### src/hw/rtl/rsr_pkg.sv
package rsr_pkg;

    // histogram geometry
    localparam int MAX_LABELS = 1024;
    localparam int ADDR_W     = $clog2(MAX_LABELS);
    localparam int LABEL_W    = 10;
    localparam int COUNT_W    = 24;
    localparam logic [COUNT_W-1:0] COUNT_MAX = {COUNT_W{1'b1}};

    // ranking limits
    localparam int MAX_EMIT = 64;
    localparam int RANK_W   = 6;
    localparam int TOP_W    = 7;
    localparam logic [TOP_W-1:0] TOP_COUNT_RESET = TOP_W'(50);

    // queue sizes
    localparam int FQ_DEPTH = 4;
    localparam int FQ_PTR_W = $clog2(FQ_DEPTH);
    localparam int OQ_DEPTH = 2;
    localparam int OQ_PTR_W = $clog2(OQ_DEPTH);

    // item class decided at the front
    typedef enum logic [1:0] {
        KIND_SKIP,
        KIND_VOXEL,
        KIND_FINISH
    } item_kind_t;

    typedef struct packed {
        item_kind_t         kind;
        logic [LABEL_W-1:0] label;
    } item_t;

    // front queue head as seen by the back part
    typedef struct packed {
        logic  valid;
        item_t item;
    } front_out_t;

    // back part control toward the front
    typedef struct packed {
        logic pop;
        logic init_busy;
    } back_ctl_t;

    typedef struct packed {
        logic [RANK_W-1:0]  rank;
        logic [LABEL_W-1:0] region_label;
        logic [COUNT_W-1:0] voxel_count;
        logic               last;
    } result_t;

    typedef enum logic [2:0] {
        ST_INIT,
        ST_RUN,
        ST_SCAN,
        ST_EMIT,
        ST_CLEAR
    } back_state_t;

endpackage

### src/hw/rtl/rsr_front.sv
module rsr_front (
    input  logic                         clk,
    input  logic                         rst_n,
    input  logic                         push,
    input  logic                         op,
    input  logic [rsr_pkg::LABEL_W-1:0]  label,
    output logic                         full,
    input  rsr_pkg::back_ctl_t           ctl,
    output rsr_pkg::front_out_t          head
);

    rsr_pkg::item_t                mem_reg [rsr_pkg::FQ_DEPTH];
    logic [rsr_pkg::FQ_PTR_W-1:0]  wr_ptr_reg;
    logic [rsr_pkg::FQ_PTR_W-1:0]  rd_ptr_reg;
    logic [rsr_pkg::FQ_PTR_W:0]    cnt_reg;
    rsr_pkg::item_t                item_in;
    logic                          do_push;
    logic                          do_pop;

    // classify the incoming item
    always_comb
    begin
        item_in.label = label;
        if (op)
        begin
            item_in.kind = rsr_pkg::KIND_FINISH;
        end
        else if ((label != '0) && (int'(label) < rsr_pkg::MAX_LABELS))
        begin
            item_in.kind = rsr_pkg::KIND_VOXEL;
        end
        else
        begin
            item_in.kind = rsr_pkg::KIND_SKIP;
        end
    end

    // no transfer while the back part sweeps the histogram after reset
    assign full    = (cnt_reg == (rsr_pkg::FQ_PTR_W + 1)'(rsr_pkg::FQ_DEPTH)) || ctl.init_busy;
    assign do_push = push && !full;
    assign do_pop  = ctl.pop && (cnt_reg != '0);

    assign head.valid = (cnt_reg != '0);
    assign head.item  = mem_reg[rd_ptr_reg];

    // queue storage
    always_ff @(posedge clk)
    begin
        if (do_push)
        begin
            mem_reg[wr_ptr_reg] <= item_in;
        end
    end

    // queue pointers
    always_ff @(posedge clk or negedge rst_n)
    begin
        if (!rst_n)
        begin
            wr_ptr_reg <= '0;
            rd_ptr_reg <= '0;
            cnt_reg    <= '0;
        end
        else
        begin
            if (do_push)
            begin
                wr_ptr_reg <= wr_ptr_reg + 1'b1;
            end
            if (do_pop)
            begin
                rd_ptr_reg <= rd_ptr_reg + 1'b1;
            end
            if (do_push && !do_pop)
            begin
                cnt_reg <= cnt_reg + 1'b1;
            end
            else if (do_pop && !do_push)
            begin
                cnt_reg <= cnt_reg - 1'b1;
            end
        end
    end

endmodule

### config.mk
export PLATFORM = sky130hd
export DESIGN_NAME = rsr_front
export DESIGN_NICKNAME = d
export VERILOG_FILES = /design/src/hw/rtl/rsr_pkg.sv /design/src/hw/rtl/rsr_front.sv
export SDC_FILE = /design/constraint.sdc
export NUM_CORES = 1
export LEC_CHECK = 0
export BUFFER_PORTS_ARGS = -buffer_cell sky130_fd_sc_hd__clkbuf_2
export CORE_MARGIN = 2
export CORE_UTILIZATION = 60
export CTS_BUF_LIST = sky130_fd_sc_hd__clkbuf_4
export CTS_CLUSTER_SIZE = 16
export DETAILED_ROUTE_END_ITERATION = 12
export PLACE_DENSITY = 0.81
export RECOVER_POWER = 50
export SKIP_CTS_REPAIR_TIMING = 1
export SYNTH_ARGS = -nofsm -noshare
export SYNTH_HDL_FRONTEND = slang
export SYNTH_SLANG_ARGS = --single-unit
### constraint.sdc
create_clock -name clk -period 3.5 [get_ports clk]
set_clock_uncertainty 0.1 [all_clocks]
set_input_delay 0.525 -clock clk [delete_from_list [all_inputs] [get_ports clk]]
set_output_delay 0.525 -clock clk [all_outputs]
set_load 0.01 [all_outputs]
==> run metrics, run 1 <==
share of cells above drive strength 1 0.259; critical-path cell list mux4_1 -> clkbuf_2; DR vias 1050; die height 64.7 um; DP Area 0.00238 mm2; worst r2r path cells 8; Cells after Synth 104; clock sink total 55; largest net degree at the start of global routing 17; Post-DRT Antenna Nets 0; number of flip-flops in the largest register 48; switching pwr 511 uW; most instantiated library cell after synthesis edfxtp_1; synth unique cells 23; CTS Root Cell clkbuf_4; Finished Cell Area 0.00242 mm2; total gr overflow 0; FF-to-FF End cnt_reg[2]$_DFFE_PN0P_; antenna cell count 0; most frequent cells after synthesis edfxtp_1 (48), mux4_2 (8), dfrtp_1 (7), ha_1 (5); Clock Latency Late Sink 0.36 ns; Cell Count, Final, Fillers Out 187; WHS Path Cells 1; Leakage Power 0.000852 uW; Final Hold Vio Count 0; gp weighted congestion 0.711; switch share 0.304; part of the Yosys area used for sequential elements 0.730; Power Density 695 mW/mm2; Achievable Freq 374 MHz; Avg Vias per Cell 5.61; Setup crit start kind register; DRT iter0 DRCs 52; nets@finish 160; Die ar. 0.00419 mm2; max cap viols 0; Pwr Total 1680 uW; vias in the first global route 1102; first-pass GRT wire length 5.33 mm; routed len/inst 17.6 um; final setup fails 0; Post-DP HPWL 2.26 mm; fin crit period 2.67 ns; gr usage total 0.180; total clock buffers created by CTS 5; H-Tree Level Count 2; Hold Startpoint label[7]; Max Slew Vio Count 0; RSZ-0062 raised after global routing false; Crit-path slowest cell dfrtp_1; min-delay worst type input port to register; Synth area leaders edfxtp_1 (65%), mux4_2 (8.1%), dfrtp_1 (7.9%); initial antenna violation count 0; Slew headroom 0.396; die width 64.7 um; delay of the slowest critical-path stage 0.90 ns; Internal 1170 uW; Crit Path Class register to primary output; crit path capture type primary output; Clock Path Buffers 2; sequential power share 0.559; Worst Max-Slew Pin Slew 0.905 ns; status complete, no violations; post-synthesis net count 126; Mapped Area 0.00221 mm2; Worst EP required 2.87 ns; # rows 22; Synth Register Bits 55; Cells after DPL 178; Post-synth EDFFs 48; top-level port count 30; clock-pin slew on the worst setup and hold paths 0.15 ns; top_reg_cell synth edfxtp_1; critical path arrival 2.05 ns; synthesis-to-layout area growth 9.50%; top cell type's share of synthesized area 0.651; clock share of power 0.160; routed wire length 3.28 mm; VDD IR max 0.382 mV; Worst R2R Setup Slack 1.14 ns; iteration count of the initial detailed-routing pass 4; fraction of registers with async set/reset 0.127; Synth area leader edfxtp_1; Final period util 0.764; Hold Path End mem_reg[1][7]$_DFFE_PP_; Ys Warns 0; reg2reg start cnt_reg[0]$_DFFE_PN0P_; CTS tree built; CP max FO 14; setup TNS 0 ns; DRC 0; initial core utilization 0.614; syn avg cell area 21.3 um2; power share of the combinational group 0.282; Placeable Area 0.00361 mm2; # port buffers 29
critical path, delay by kind of cell, from the launching register on:
kind | cells | cell delay, ns
buffers and inverters | 1 | 0.14
muxes | 1 | 0.65
DFF | 1 | 0.90
kinds of logic after synthesis:
group	count (synthesis)	share of synthesized area
buf+inv	7	0.0232
fa+ha+maj	6	0.0373
simple gates	13	0.0339
mux	14	0.139
xor+xnor	6	0.0237
compound gates	3	0.0124
flops	55	0.730
per-layer routing:
metal | global-route usage | vias up | share of wire
met5 | 0 | - | 0
met4 | 0.0638 | 0 | 0.016
met3 | 0.0486 | 7 | 0.049
met2 | 0.318 | 30 | 0.53
met1 | 0.213 | 531 | 0.40
li1 | - | 482 | -
power by group through the flow:
| stage | Combinational, uW | Sequential, uW | Clock [uW] |
|---|---|---|---|
| CTS | 490 | 947 | 275 |
| global placement | 473 | 952 | 0 |
| floorplan | 438 | 880 | 0 |
| finish | 474 | 940 | 269 |
| detailed placement | 491 | 962 | 0 |
| global route | 523 | 962 | 301 |
cell type report:
cell class | instances | area (um2)
Clock buffer | 6 | 45.0
Clock inverter | 2 | 12.5
Fill cell | 265 | 1180
Inverter | 4 | 15.0
Multi-Input combinational cell | 42 | 534
Sequential cell | 55 | 1620
Tap cell | 48 | 60.1
Timing Repair Buffer | 30 | 140
stage by stage:
step,hold slack (ns),worst slack (ns),util
global placement,0.265,1.24,0.661
CTS,-0.145,0.777,0.677
floorplan,0.129,1.41,-
detailed placement,0.273,1.21,0.661
global route,0.325,0.689,0.672
finish,0.333,0.826,0.672
how the worst max path moves through the flow:
stage / startpoint / to / depth (start not counted)
global route: rd_ptr_reg[0]$_DFFE_PN0P_ / head[1] / 2
detailed placement: rd_ptr_reg[0]$_DFFE_PN0P_ / head[2] / 2
global placement: rd_ptr_reg[0]$_DFFE_PN0P_ / head[2] / 2
CTS: rd_ptr_reg[0]$_DFFE_PN0P_ / head[2] / 2
finish: rd_ptr_reg[0]$_DFFE_PN0P_ / head[2] / 2
floorplan: cnt_reg[0]$_DFFE_PN0P_ / cnt_reg[2]$_DFFE_PN0P_ / 8
placed cells by master, fill, tap and decap left out, types with 2 or more instances in the layout:
master / instances
edfxtp_1: 48
clkbuf_2: 17
clkbuf_1: 12
mux4_2: 8
dfrtp_1: 7
clkbuf_4: 6
ha_1: 5
mux4_1: 4
inv_1: 4
xnor2_1: 4
nor2_1: 3
and2_1: 3
nor4_1: 2
a21oi_1: 2
mux2_2: 2
xor2_1: 2
No activity file was read; power rests on OpenSTA's default activity.
==> inputs of run 2 (changes only) <==
CORE_UTILIZATION = 59   (was 60)
PLACE_DENSITY = 0.79   (was 0.81)
clock period = 2.7 ns   (was 3.5 ns; I/O delays follow)
==> run 2 against run 1 <==
Against the previous run:
- via count shrank 2.3%
- clock-buffer cell count is the same
- power grew 36%
- die area grew 1.6%
- sequential power grew 28%
- combinational power grew 37%
- critical path depth grew 1
- wire length is essentially flat
- clock power grew 62%
==> run metrics, run 2 (synthesis gave the netlist of run 1 again) <==
status complete, no violations; Placeable Area 0.00363 mm2 (+0.76%); synthesis-to-layout area growth 10.7%; critical path depth 3 (+1); Internal 1620 uW (+38%); Achievable Freq 407 MHz; DRT iter0 DRCs 35 (-33%); DR vias 1026 (-2.3%); Post-DRT Antenna Nets 0 (unchanged); Avg Vias per Cell 5.46 (-2.8%); fin crit period 2.46 ns; top-level port count 30 (unchanged); Fillers 260 (-1.9%); RSZ-0062 raised after global routing false; share of cells above drive strength 1 0.257 (-0.00185); DRC 0 (unchanged); gr usage total 0.173 (-0.00724); Final period util 0.910; iteration count of the initial detailed-routing pass 4 (unchanged); VDD IR max 0.564 mV (+48%); Power Density 933 mW/mm2 (+34%); initial antenna violation count 0 (unchanged); commonest non-fill, non-tap cell in the layout edfxtp_1; Final WS setup 0.244 ns (-0.582 ns); routed wire length 3.29 mm (about the same); H-Tree Level Count 2 (unchanged); first-pass GRT wire length 5.21 mm (-2.3%); Worst R2R Setup Slack 0.38 ns (-0.76 ns); Worst Setup SP rd_ptr_reg[0]$_DFFE_PN0P_; Die ar. 0.00426 mm2 (+1.6%); Final Hold Vio Count 0 (unchanged); max cap viols 0 (unchanged); power share of the combinational group 0.285 (+0.003); Final Core Density 0.675 (+0.00248); number of flip-flops in the largest register 48 (unchanged); Setup crit start kind register; switching pwr 663 uW (+30%); critical-path cell list buf_4 -> mux4_2 -> clkbuf_2; total gr overflow 0 (unchanged); setup TNS 0 ns (unchanged); Leakage Power 0.000866 uW (+1.6%); CTS Root Cell clkbuf_4; vias in the first global route 1057 (-4.1%); CP bufs+invs 2 (+1); gp weighted congestion 0.689 (-3.1%); critical path arrival 1.95 ns (-0.10 ns); Clock Path Buffers 2 (unchanged); # port buffers 29 (unchanged); largest net degree at the start of global routing 18 (+1); initial core utilization 0.609 (-0.00465); pre-CTS setup slack 0.485 ns (-0.720 ns); final setup fails 0 (unchanged); clock-pin slew on the worst setup and hold paths 0.14 ns (about the same); clock share of power 0.191 (+0.031); Clock Latency Late Sink 0.35 ns (about the same); CP top delay family flip-flops; Met1 Routed Length 1.28 mm (-4.0%); die width 65.3 um (+0.80%); reg2reg start cnt_reg[0]$_DFFE_PN0P_; Crit-path slowest cell dfrtp_1; metal3 WL 154 um (-4.3%); Worst EP required 2.19 ns (-0.68 ns); worst r2r path cells 8 (unchanged); switch share 0.290 (-0.0134); crit path capture type primary output; die height 65.3 um (+0.80%); CTS tree built; # rows 22 (unchanged); total clock buffers created by CTS 5 (unchanged); Hold WS 0.218 ns (-0.115 ns); Slew headroom 0.447 (+0.0512); min-delay worst type input port to register; antenna cell count 0 (unchanged); Post-DP HPWL 2.34 mm (+3.4%); FF-to-FF End cnt_reg[2]$_DFFE_PN0P_; Crit Path Class register to primary output; Max Slew Vio Count 0 (unchanged); wire length on met2 1.83 mm (+5.1%); sequential power share 0.525 (-0.034); clock sink total 55 (unchanged); Pwr Total 2290 uW (+36%); nets@finish 161 (+0.63%); most frequent cells in the layout edfxtp_1 (48), clkbuf_2 (17), clkbuf_1 (12), mux4_2 (8), dfrtp_1 (7); top layer in use met4; routed len/inst 17.5 um (-0.47%); CP Capture Point head[8]; CP max FO 9 (-5); Worst Max-Slew Pin Slew 0.829 ns (-0.0767 ns); delay of the slowest critical-path stage 0.67 ns (-0.23 ns)
==> run 2: cell types whose count changed in the layout (fill, tap and decap cells not counted), sizes merged <==
cell | previous run | this run
buf | 0 | 1
bufinv | 0 | 1
clkinv | 1 | 0
==> run 2: power groups by stage <==
stage          registers, uW  clock network [uW]  logic [uW]
2_1_floorplan           1140                   0         568
3_3_place_gp            1220                   0         653
3_5_place_dp            1230                   0         677
4_1_cts                 1210                 446         682
5_1_grt                 1220                 480         716
6_report                1200                 436         651
==> run 2: layer usage <==
metal  global-route usage  up-vias
met5                    0        -
met4               0.0469        0
met3               0.0565        4
met2                0.304       22
met1                0.207      517
li1                     -      483
==> run 2: worst register-to-register path, cell delays in order (launching register included) <==
cell and delay [ns]:
dfrtp_1 0.46, nor2_1 0.09, a21oi_1 0.47, ha_1 0.28
inv_1 0.06, fa_1 0.38, xor2_1 0.15, nor2_1 0.13
xor2_1 0.15
==> run 2: area by class of cell <==
class	instances	area [um2]	area share
Tap cell	48	60.1	0.0245
Multi-Input combinational cell	42	529	0.216
Clock inverter	2	37.5	0.0153
Sequential cell	55	1620	0.660
Inverter	4	15.0	0.00613
Timing Repair Buffer	31	148	0.0602
Clock buffer	6	45.0	0.0184
==> run 2: worst min-delay path by stage <==
stage	startpoint	cells after the start	to	slack (ns)
after floorplan	rst_n	0	cnt_reg[0]$_DFFE_PN0P_	0.009
after global placement	rst_n	1	cnt_reg[1]$_DFFE_PN0P_	0.15
after detailed placement	rst_n	1	cnt_reg[1]$_DFFE_PN0P_	0.16
after CTS	rst_n	1	cnt_reg[2]$_DFFE_PN0P_	-0.25
after global routing	label[9]	1	mem_reg[3][9]$_DFFE_PP_	0.20
final	label[9]	1	mem_reg[1][9]$_DFFE_PP_	0.22
==> run 2: through the flow <==
stage / instance area, um2 / std cells
6_report: 2450 / 188
5_1_grt: 2450 / 188
4_1_cts: 2470 / 187
3_5_place_dp: 2390 / 179
3_3_place_gp: 2390 / 179
2_1_floorplan: 2210 / 104
