## src/hw/rtl/rsr_pkg.sv

```systemverilog
package rsr_pkg;

    // histogram geometry
    localparam int MAX_LABELS = 1024;
    localparam int ADDR_W     = $clog2(MAX_LABELS);
    localparam int LABEL_W    = 10;
    localparam int COUNT_W    = 24;
    localparam logic [COUNT_W-1:0] COUNT_MAX = {COUNT_W{1'b1}};

    // ranking limits
    localparam int MAX_EMIT = 64;
    localparam int RANK_W   = 6;
    localparam int TOP_W    = 7;
    localparam logic [TOP_W-1:0] TOP_COUNT_RESET = TOP_W'(50);

    // queue sizes
    localparam int FQ_DEPTH = 4;
    localparam int FQ_PTR_W = $clog2(FQ_DEPTH);
    localparam int OQ_DEPTH = 2;
    localparam int OQ_PTR_W = $clog2(OQ_DEPTH);

    // item class decided at the front
    typedef enum logic [1:0] {
        KIND_SKIP,
        KIND_VOXEL,
        KIND_FINISH
    } item_kind_t;

    typedef struct packed {
        item_kind_t         kind;
        logic [LABEL_W-1:0] label;
    } item_t;

    // front queue head as seen by the back part
    typedef struct packed {
        logic  valid;
        item_t item;
    } front_out_t;

    // back part control toward the front
    typedef struct packed {
        logic pop;
        logic init_busy;
    } back_ctl_t;

    typedef struct packed {
        logic [RANK_W-1:0]  rank;
        logic [LABEL_W-1:0] region_label;
        logic [COUNT_W-1:0] voxel_count;
        logic               last;
    } result_t;

    typedef enum logic [2:0] {
        ST_INIT,
        ST_RUN,
        ST_SCAN,
        ST_EMIT,
        ST_CLEAR
    } back_state_t;

endpackage

```

## src/hw/rtl/rsr_out_queue.sv

```systemverilog
module rsr_out_queue (
    input  logic               clk,
    input  logic               rst_n,
    input  logic               wr_en,
    input  rsr_pkg::result_t   wr_data,
    output logic               q_full,
    input  logic               pop,
    output logic               empty,
    output rsr_pkg::result_t   rd_data
);

    rsr_pkg::result_t              mem_reg [rsr_pkg::OQ_DEPTH];
    logic [rsr_pkg::OQ_PTR_W-1:0]  wr_ptr_reg;
    logic [rsr_pkg::OQ_PTR_W-1:0]  rd_ptr_reg;
    logic [rsr_pkg::OQ_PTR_W:0]    cnt_reg;
    logic                          do_push;
    logic                          do_pop;

    assign q_full  = (cnt_reg == (rsr_pkg::OQ_PTR_W + 1)'(rsr_pkg::OQ_DEPTH));
    assign empty   = (cnt_reg == '0);
    assign do_push = wr_en && !q_full;
    assign do_pop  = pop && !empty;
    assign rd_data = mem_reg[rd_ptr_reg];

    // result storage
    always_ff @(posedge clk)
    begin
        if (do_push)
        begin
            mem_reg[wr_ptr_reg] <= wr_data;
        end
    end

    // result pointers
    always_ff @(posedge clk or negedge rst_n)
    begin
        if (!rst_n)
        begin
            wr_ptr_reg <= '0;
            rd_ptr_reg <= '0;
            cnt_reg    <= '0;
        end
        else
        begin
            if (do_push)
            begin
                wr_ptr_reg <= wr_ptr_reg + 1'b1;
            end
            if (do_pop)
            begin
                rd_ptr_reg <= rd_ptr_reg + 1'b1;
            end
            if (do_push && !do_pop)
            begin
                cnt_reg <= cnt_reg + 1'b1;
            end
            else if (do_pop && !do_push)
            begin
                cnt_reg <= cnt_reg - 1'b1;
            end
        end
    end

endmodule

```

## config.mk

```make
export PLATFORM = sky130hd
export DESIGN_NAME = rsr_out_queue
export DESIGN_NICKNAME = d
export VERILOG_FILES = /design/src/hw/rtl/rsr_pkg.sv /design/src/hw/rtl/rsr_out_queue.sv
export SDC_FILE = /design/constraint.sdc
export NUM_CORES = 1
export LEC_CHECK = 0
export BUFFER_PORTS_ARGS = -buffer_cell sky130_fd_sc_hd__buf_2
export CAP_MARGIN = 15
export CORE_MARGIN = 8
export CORE_UTILIZATION = 50
export CTS_CLUSTER_DIAMETER = 100
export DETAILED_ROUTE_END_ITERATION = 10
export PLACE_DENSITY = 0.83
export RECOVER_POWER = 25
export SYNTH_ARGS = -nofsm -noshare
export SYNTH_HDL_FRONTEND = slang
export SYNTH_SLANG_ARGS = --single-unit
```

## constraint.sdc

```tcl
create_clock -name clk -period 3.04 [get_ports clk]
set_input_delay 0.608 -clock clk [delete_from_list [all_inputs] [get_ports clk]]
set_output_delay 0.608 -clock clk [all_outputs]
set_load 0.005 [all_outputs]
```

==> results.json, run 1 <==
{
  "n_antenna_cell": 0,
  "grt_use_total_pct": 12.3,
  "numCtsBuffers": 9,
  "hp-class": "in -> async",
  "final_common_cell": "edfxtp_1",
  "clock_path_buffers": 2,
  "worst-setup-path-type": "reg -> out",
  "dr.pass1.iters": 4,
  "cp_data_arrival_time_ns": 1.61,
  "cp-start-kind": "flip-flop",
  "crit_start": "rd_ptr_reg",
  "cts_htree_levels": 3,
  "cp_max_fo": 14,
  "path_clk_slew_ns": 0.07,
  "clockPowerShare_pct": 19.7,
  "place_congestion": 0.680,
  "fin_setup_tns_ns": 0,
  "endpoint_kind": "output pin",
  "grt_pass1_wl_um": 9110,
  "r2r_end": "mem_reg[0][8]",
  "start_util_pct": 50.5,
  "peakVddDrop_uv": 547,
  "synth_warnings": 0,
  "largest_reg_flops": 82,
  "die_w_um": 98.0,
  "dpl_cell_area_um2": 3880,
  "combPwrFrac_pct": 33.6,
  "r2r-start": "cnt_reg[0]",
  "grt_max_degree": 24,
  "ys_seq_area_share_pct": 76.3,
  "hold_viol_final": 0,
  "io_buffers": 87,
  "fmax_mhz": 451,
  "yosysTopAreaCell": "edfxtp_1",
  "cts_tree": "done",
  "synthesis.area_um2": 3360,
  "cts_resized": 0,
  "p_per_area_nw_per_um2": 916,
  "cts_setup_buffers": 0,
  "cts.sinks": 86,
  "post-route-period-util_pct": 73.0,
  "ys_ff_latch": 86,
  "finalNetCount": 290,
  "layout_min_cycle_time_ns": 2.22,
  "drt-total-wl_um": 5670,
  "hpwl_um": 4160,
  "clock_skew_ns": 0.00612,
  "synthTopCellsByArea": "edfxtp_1 73%, mux2_4 17%, dfrtp_1 3.0%, buf_12 2.4%, xnor2_1 0.78%",
  "grtUsageMet1_pct": 13.7,
  "fillerInstances": 494,
  "overflow": 0,
  "synth_top_area_share_pct": 73.3,
  "synth_cell_types": 15,
  "dieArea_um2": 9600,
  "design_area_um2": 4040,
  "leakage_nw": 1.63,
  "clock_latency_ns": 0.33,
  "drive_gt1_share_pct": 54.2,
  "multi_input_area_um2": 706,
  "status": "finished clean",
  "seqPwrFrac_pct": 46.7,
  "drc": 0,
  "setup_violations": 0,
  "crit_path_end": "rd_data[9]",
  "coreArea_um2": 6640,
  "io-pin-count": 88,
  "avgSynthCellArea_um2": 22.8,
  "grt_busiest_layer": "met2",
  "die_h_um": 98.0,
  "netSwitchingPower_mw": 1.00,
  "via_per_inst": 4.97,
  "maxCapViolCount": 0,
  "dr.first_iter.drc_count": 73,
  "syn_nets": 193,
  "synthCells": 147,
  "grt_pass1_vias": 1806,
  "areaGrowthSynthToFinish_pct": 20.4,
  "grt_setup_unrepaired": "false",
  "gr-usage-met2_pct": 19.3,
  "ctsHoldBuffers": 0,
  "switching_share_pct": 27.0,
  "power.total_mw": 3.70,
  "slew_headroom_pct": 59.8,
  "cts_root_buf": "clkbuf_8",
  "grtUsageMet3_pct": 5.97,
  "antenna_found_initial": 0,
  "worstPathRequired_ns": 2.43,
  "drtAntennaViolNets": 0,
  "tightestPinTransition_ns": 0.602,
  "rows": 30,
  "reg2reg_slack_ns": 1.22,
  "fin_util_pct": 60.9,
  "reg2regPathDepth": 4,
  "drt-wirelength-per-cell_um": 17.2,
  "vias": 1634,
  "p_int_mw": 2.70,
  "layout_common_cells": "82 x edfxtp_1, 76 x buf_2, 39 x mux2_4",
  "slew_violations": 0,
  "ff_latch_area_um2": 2560
}
==> worst max-delay path: stages (launching register included) <==
cell	delay, ns
dfrtp_2	0.49
buf_4	0.32
mux2_4	0.33
buf_2	0.13
==> through the flow <==
| step | cells | hold WS (ns) | worst slack [ns] |
|---|---|---|---|
| after CTS | 329 | 0.0464 | 0.787 |
| after detailed placement | 313 | 0.420 | 1.10 |
| after global placement | 313 | 0.420 | 1.17 |
| after floorplan | 147 | 0.312 | 0.178 |
| final | 329 | 0.0929 | 0.820 |
| after global routing | 329 | 0.0945 | 0.718 |
==> power groups by stage <==
stage / clock network, mW / logic, mW / registers, mW
after global routing: 0.796 / 1.35 / 1.76
after CTS: 0.752 / 1.28 / 1.74
final: 0.729 / 1.24 / 1.73
after detailed placement: 0 / 1.27 / 1.76
after floorplan: 0 / 0.924 / 1.72
after global placement: 0 / 1.25 / 1.74
==> per-layer routing <==
metal	share of wire [%]	vias to the layer above
li1	-	765
met5	0	-
met2	47	70
met1	40	788
met4	1.9	0
met3	10	11
==> cell usage after synthesis <==
library cell  count
edfxtp_1         82
mux2_4           39
buf_12            4
dfrtp_1           4
nor2_1            3
xnor2_1           3
inv_1             2
mux2_2            2
xor2_1            2
and3_1            1
buf_6             1
ha_1              1
nand2_1           1
nand2b_1          1
o21ai_1           1
==> final cells by class <==
class | instances | area share [%]
clock inverters | 2 | 0.866
well taps | 80 | 2.48
clock buffers | 14 | 3.53
flip-flops and latches | 86 | 63.4
repair buffers | 91 | 12.1
inverters | 2 | 0.186
multi-input cells | 54 | 17.5
==> logic make-up (layout without fill, tap and decap cells) <==
kind of cell	after synthesis	count (layout)	synth area share (%)
fa+ha+maj	1	1	0.373
compound gates	1	1	0.149
simple gates	6	6	0.820
flops	86	86	76.3
xor+xnor	5	5	1.30
buf+inv	7	109	2.94
mux	41	41	18.1
==> worst min path at each step <==
| stage | startpoint | endpoint | slack, ns | cells past startpoint |
|---|---|---|---|---|
| 4_1_cts | rst_n | wr_ptr_reg | 0.05 | 1 |
| 3_3_place_gp | rst_n | cnt_reg[1] | 0.42 | 1 |
| 6_report | rst_n | wr_ptr_reg | 0.09 | 1 |
| 3_5_place_dp | rst_n | wr_ptr_reg | 0.42 | 1 |
| 5_1_grt | rst_n | wr_ptr_reg | 0.09 | 1 |
| 2_1_floorplan | rst_n | cnt_reg[0] | 0.31 | 0 |
Note: power is estimated with default switching activity, not from simulation.
==> run 2: changes to the inputs <==
clock period = 2.3 ns   (was 3.04 ns; I/O delays follow)
==> results.json, run 2 (synthesis gave the netlist of run 1 again) <==
{
  "final_common_cell": "edfxtp_1",
  "die_w_um": 98.0,
  "layout_common_cells": "82 x edfxtp_1, 76 x buf_2, 39 x mux2_4",
  "drtAntennaViolNets": 0,
  "worst-setup-path-type": "reg -> out",
  "hpwl_um": 4090,
  "fmax_mhz": 485,
  "p_per_area_nw_per_um2": 1190,
  "leakage_nw": 1.62,
  "hp-class": "in -> reg",
  "r2r_end": "mem_reg[1][29]",
  "layout_min_cycle_time_ns": 2.06,
  "place_congestion": 0.620,
  "coreArea_um2": 6640,
  "post-route-period-util_pct": 89.7,
  "io-pin-count": 88,
  "stdcell_count": 331,
  "clock_latency_ns": 0.35,
  "cp_max_fo": 26,
  "start_util_pct": 50.5,
  "dieArea_um2": 9600,
  "dp_slack_ns": 0.599,
  "grt_use_total_pct": 12.3,
  "setup_violations": 0,
  "areaGrowthSynthToFinish_pct": 20.0,
  "dp_cells": 314,
  "drt-wirelength-per-cell_um": 17.3,
  "power.total_mw": 4.81,
  "cts_root_buf": "clkbuf_8",
  "clock_skew_ns": 0.00876,
  "maxCapViolCount": 0,
  "drt-total-wl_um": 5740,
  "setup_ws_ns": 0.236,
  "crit_path_end": "rd_data[32]",
  "cp-start-kind": "flip-flop",
  "r2r-start": "cnt_reg[0]",
  "clock_path_buffers": 2,
  "grt_pass1_wl_um": 9100,
  "reg2regPathDepth": 3,
  "cp_data_arrival_time_ns": 1.60,
  "hold_slack_ns": 0.292,
  "grt_setup_unrepaired": "false",
  "path_clk_slew_ns": 0.09,
  "slew_violations": 0,
  "tightestPinTransition_ns": 0.467,
  "antenna_found_initial": 0,
  "hold_viol_final": 0,
  "fin_setup_tns_ns": 0,
  "cts_tree": "done",
  "numCtsBuffers": 9,
  "drc": 0,
  "io_buffers": 87,
  "crit_start": "rd_ptr_reg",
  "n_antenna_cell": 0,
  "status": "finished clean",
  "endpoint_kind": "output pin",
  "reg2reg_slack_ns": 0.64,
  "drive_gt1_share_pct": 56.2,
  "cts_htree_levels": 3,
  "grt_max_degree": 27,
  "peakVddDrop_uv": 727,
  "via_per_inst": 4.86,
  "largest_reg_flops": 82,
  "grt_pass1_vias": 1815,
  "rows": 30,
  "dr.pass1.iters": 4,
  "dr.first_iter.drc_count": 74,
  "slew_headroom_pct": 68.9,
  "worstPathRequired_ns": 1.84,
  "die_h_um": 98.0,
  "cts.sinks": 86,
  "cts_setup_buffers": 0,
  "vias": 1609,
  "finalNetCount": 292,
  "overflow": 0
}
-- run 2: layout make-up --
| type | count | area, um2 |
|---|---|---|
| inverter | 2 | 7.51 |
| sequential | 86 | 2560 |
| clock inverter | 7 | 47.5 |
| multi-input combinational | 54 | 706 |
| fill | 492 | 2610 |
| timing repair buffer | 93 | 482 |
| tap | 80 | 100 |
| clock buffer | 9 | 124 |
-- run 2: stage by stage --
stage,util (%),area [um2]
2_1_floorplan,-,3360
3_3_place_gp,58.1,3860
3_5_place_dp,58.1,3860
4_1_cts,60.9,4040
5_1_grt,60.7,4030
6_report,60.7,4030
-- run 2: per-layer routing --
layer	vias to the layer above	part of all wire, %	wire length (um)	track usage (%)
met5	-	0	0	0
met4	0	0.68	39	4.68
met3	4	9.6	551	6.40
met2	79	48	2780	19.7
met1	759	41	2370	13.7
li1	767	-	-	-
-- run 2: power by group --
group / internal [mW] / switching [mW]
combinational: 0.895 / 0.726
sequential: 2.14 / 0.115
clock: 0.394 / 0.534
-- run 2: how the worst min path moves through the flow --
stage | start | end | cells past startpoint
after floorplan | rst_n | cnt_reg[0] | 0
after global placement | rst_n | cnt_reg[1] | 1
after detailed placement | rst_n | cnt_reg[1] | 1
after CTS | wr_data[26] | mem_reg[0][26] | 1
after global routing | wr_data[28] | mem_reg[0][28] | 1
final | wr_data[11] | mem_reg[1][11] | 1
-- run 2: critical path, stage by stage, from the launching register on --
cell and delay, ns:
dfrtp_2 0.36, buf_4 0.40, mux2_4 0.34, buf_2 0.13
-- run 2: repair_timing --
item / CTS / global route
hold endpoints to repair: 4 / 0
resized for setup: 0 / 0
hold buffers: 1 / 0
==> run 3: changes to the inputs <==
RECOVER_POWER = not set   (was 25)
clock period = 1.95 ns   (was 2.3 ns; I/O delays follow)
==> results.json, run 3 (synthesis gave the netlist of run 1 again) <==
{
  "cp_num_buf_inv": 2,
  "largest_reg_flops": 82,
  "combPwrFrac_pct": 34.0,
  "coreArea_um2": 6640,
  "critPathSlowestCell": "dfrtp_2",
  "numCtsBuffers": 9,
  "path_clk_slew_ns": 0.08,
  "wl_met2_um": 2690,
  "design_area_um2": 4070,
  "seqPwrFrac_pct": 46.0,
  "finalNetCount": 293,
  "antenna_found_initial": 1,
  "highest_layer": "met5",
  "wl_met1_um": 2330,
  "stdcell_count": 332,
  "wl_met3_um": 568,
  "setup_violations": 0,
  "clock_latency_ns": 0.34,
  "cp_data_arrival_time_ns": 1.45,
  "status": "finished clean",
  "overflow": 0,
  "fmax_mhz": 544,
  "dieArea_um2": 9600,
  "hp-class": "in -> reg",
  "die_w_um": 98.0,
  "cts_tree": "done",
  "p_per_area_nw_per_um2": 1430,
  "place_congestion": 0.732,
  "cp_max_fo": 24,
  "fillerInstances": 483,
  "cts_root_buf": "clkbuf_8",
  "path_cells": "buf_12 > mux2_4 > buf_2",
  "grt_setup_unrepaired": "false",
  "io-pin-count": 88,
  "cts_htree_levels": 3,
  "layout_min_cycle_time_ns": 1.84,
  "hold_viol_final": 0,
  "dpl_cell_area_um2": 3880,
  "final_common_cell": "buf_2",
  "drt-total-wl_um": 5670,
  "reg2regPathDepth": 6,
  "areaGrowthSynthToFinish_pct": 21.3,
  "ff_latch_area_um2": 2560,
  "endpoint_kind": "output pin",
  "clockPowerShare_pct": 20.0,
  "leakage_nw": 1.67,
  "worst-setup-path-type": "reg -> out",
  "start_util_pct": 50.5,
  "hold_slack_ns": 0.232,
  "grt_max_degree": 25,
  "dr.pass1.iters": 4,
  "grt_pass1_vias": 1815,
  "switching_share_pct": 27.5,
  "fin_setup_tns_ns": 0,
  "worstPathRequired_ns": 1.56,
  "p_int_mw": 4.21,
  "cp-start-kind": "flip-flop",
  "grt_pass1_wl_um": 8910,
  "slowest_delay_ns": 0.41,
  "via_per_inst": 4.89,
  "holdPathStages": 1,
  "dp_cells": 315,
  "rows": 30,
  "dp_slack_ns": 0.307,
  "peakVddDrop_uv": 816,
  "n_antenna_cell": 0,
  "drtAntennaViolNets": 0,
  "die_h_um": 98.0,
  "setup_ws_ns": 0.112,
  "cts.sinks": 86,
  "layout_common_cells": "87 x buf_2, 82 x edfxtp_1, 39 x mux2_4",
  "io_buffers": 87,
  "drc": 0,
  "post-route-period-util_pct": 94.3,
  "hpwl_um": 3960,
  "fin_util_pct": 61.3,
  "slew_violations": 0,
  "clock_skew_ns": 0.00691,
  "path_depth": 3,
  "drt-wirelength-per-cell_um": 17.1,
  "multi_input_area_um2": 706,
  "crit_family": "flip-flops",
  "dr.first_iter.drc_count": 66,
  "grt_use_total_pct": 12.1,
  "vias": 1625,
  "netSwitchingPower_mw": 1.60,
  "maxCapViolCount": 0,
  "clock_path_buffers": 2,
  "power.total_mw": 5.81,
  "tightestPinTransition_ns": 0.347,
  "slew_headroom_pct": 76.8,
  "drive_gt1_share_pct": 59.1
}
==> run 3: layout make-up <==
class | count | area share [%]
flip-flops and latches | 86 | 62.9
well taps | 80 | 2.46
multi-input cells | 54 | 17.3
repair buffers | 94 | 12.7
clock inverters | 5 | 1.23
inverters | 2 | 0.184
clock buffers | 11 | 3.22
==> run 3: worst paths after layout <==
kind	to	start	slack (ns)
max	rd_data[20]	rd_ptr_reg	0.11
min	mem_reg[1][28]	wr_data[28]	0.23
max reg2reg	cnt_reg[1]	cnt_reg[0]	0.33
min reg2reg	wr_ptr_reg	wr_ptr_reg	0.56
max in group asynchronous	rd_ptr_reg	rst_n	1.44
min in group asynchronous	cnt_reg[1]	rst_n	0.37
==> run 3: worst reg2reg max path, stage by stage (launching register included) <==
cell and delay [ns]:
dfrtp_1 0.44, nand2b_1 0.21, nand2_1 0.18, inv_1 0.07, ha_1 0.33, nor2_1 0.15
xor2_1 0.16
==> run 3: power by group through the flow <==
stage	clock, mW	combinational (mW)	sequential (mW)
global placement	0	2.00	2.69
global route	1.26	2.15	2.71
detailed placement	0	2.02	2.72
floorplan	0	1.45	2.67
CTS	1.19	2.02	2.68
finish	1.16	1.98	2.67
==> run 3: repair_timing <==
action                                 CTS  global route
hold buffers                             1             0
endpoints found under the hold margin    4             0
setup buffers                            0             0
gates resized for setup                  0             0
==> run 3: per-layer routing <==
metal | track usage (%) | up-vias
li1 | - | 768
met1 | 13.0 | 778
met2 | 19.6 | 68
met4 | 5.64 | 2
met5 | 0 | -
met3 | 6.05 | 9
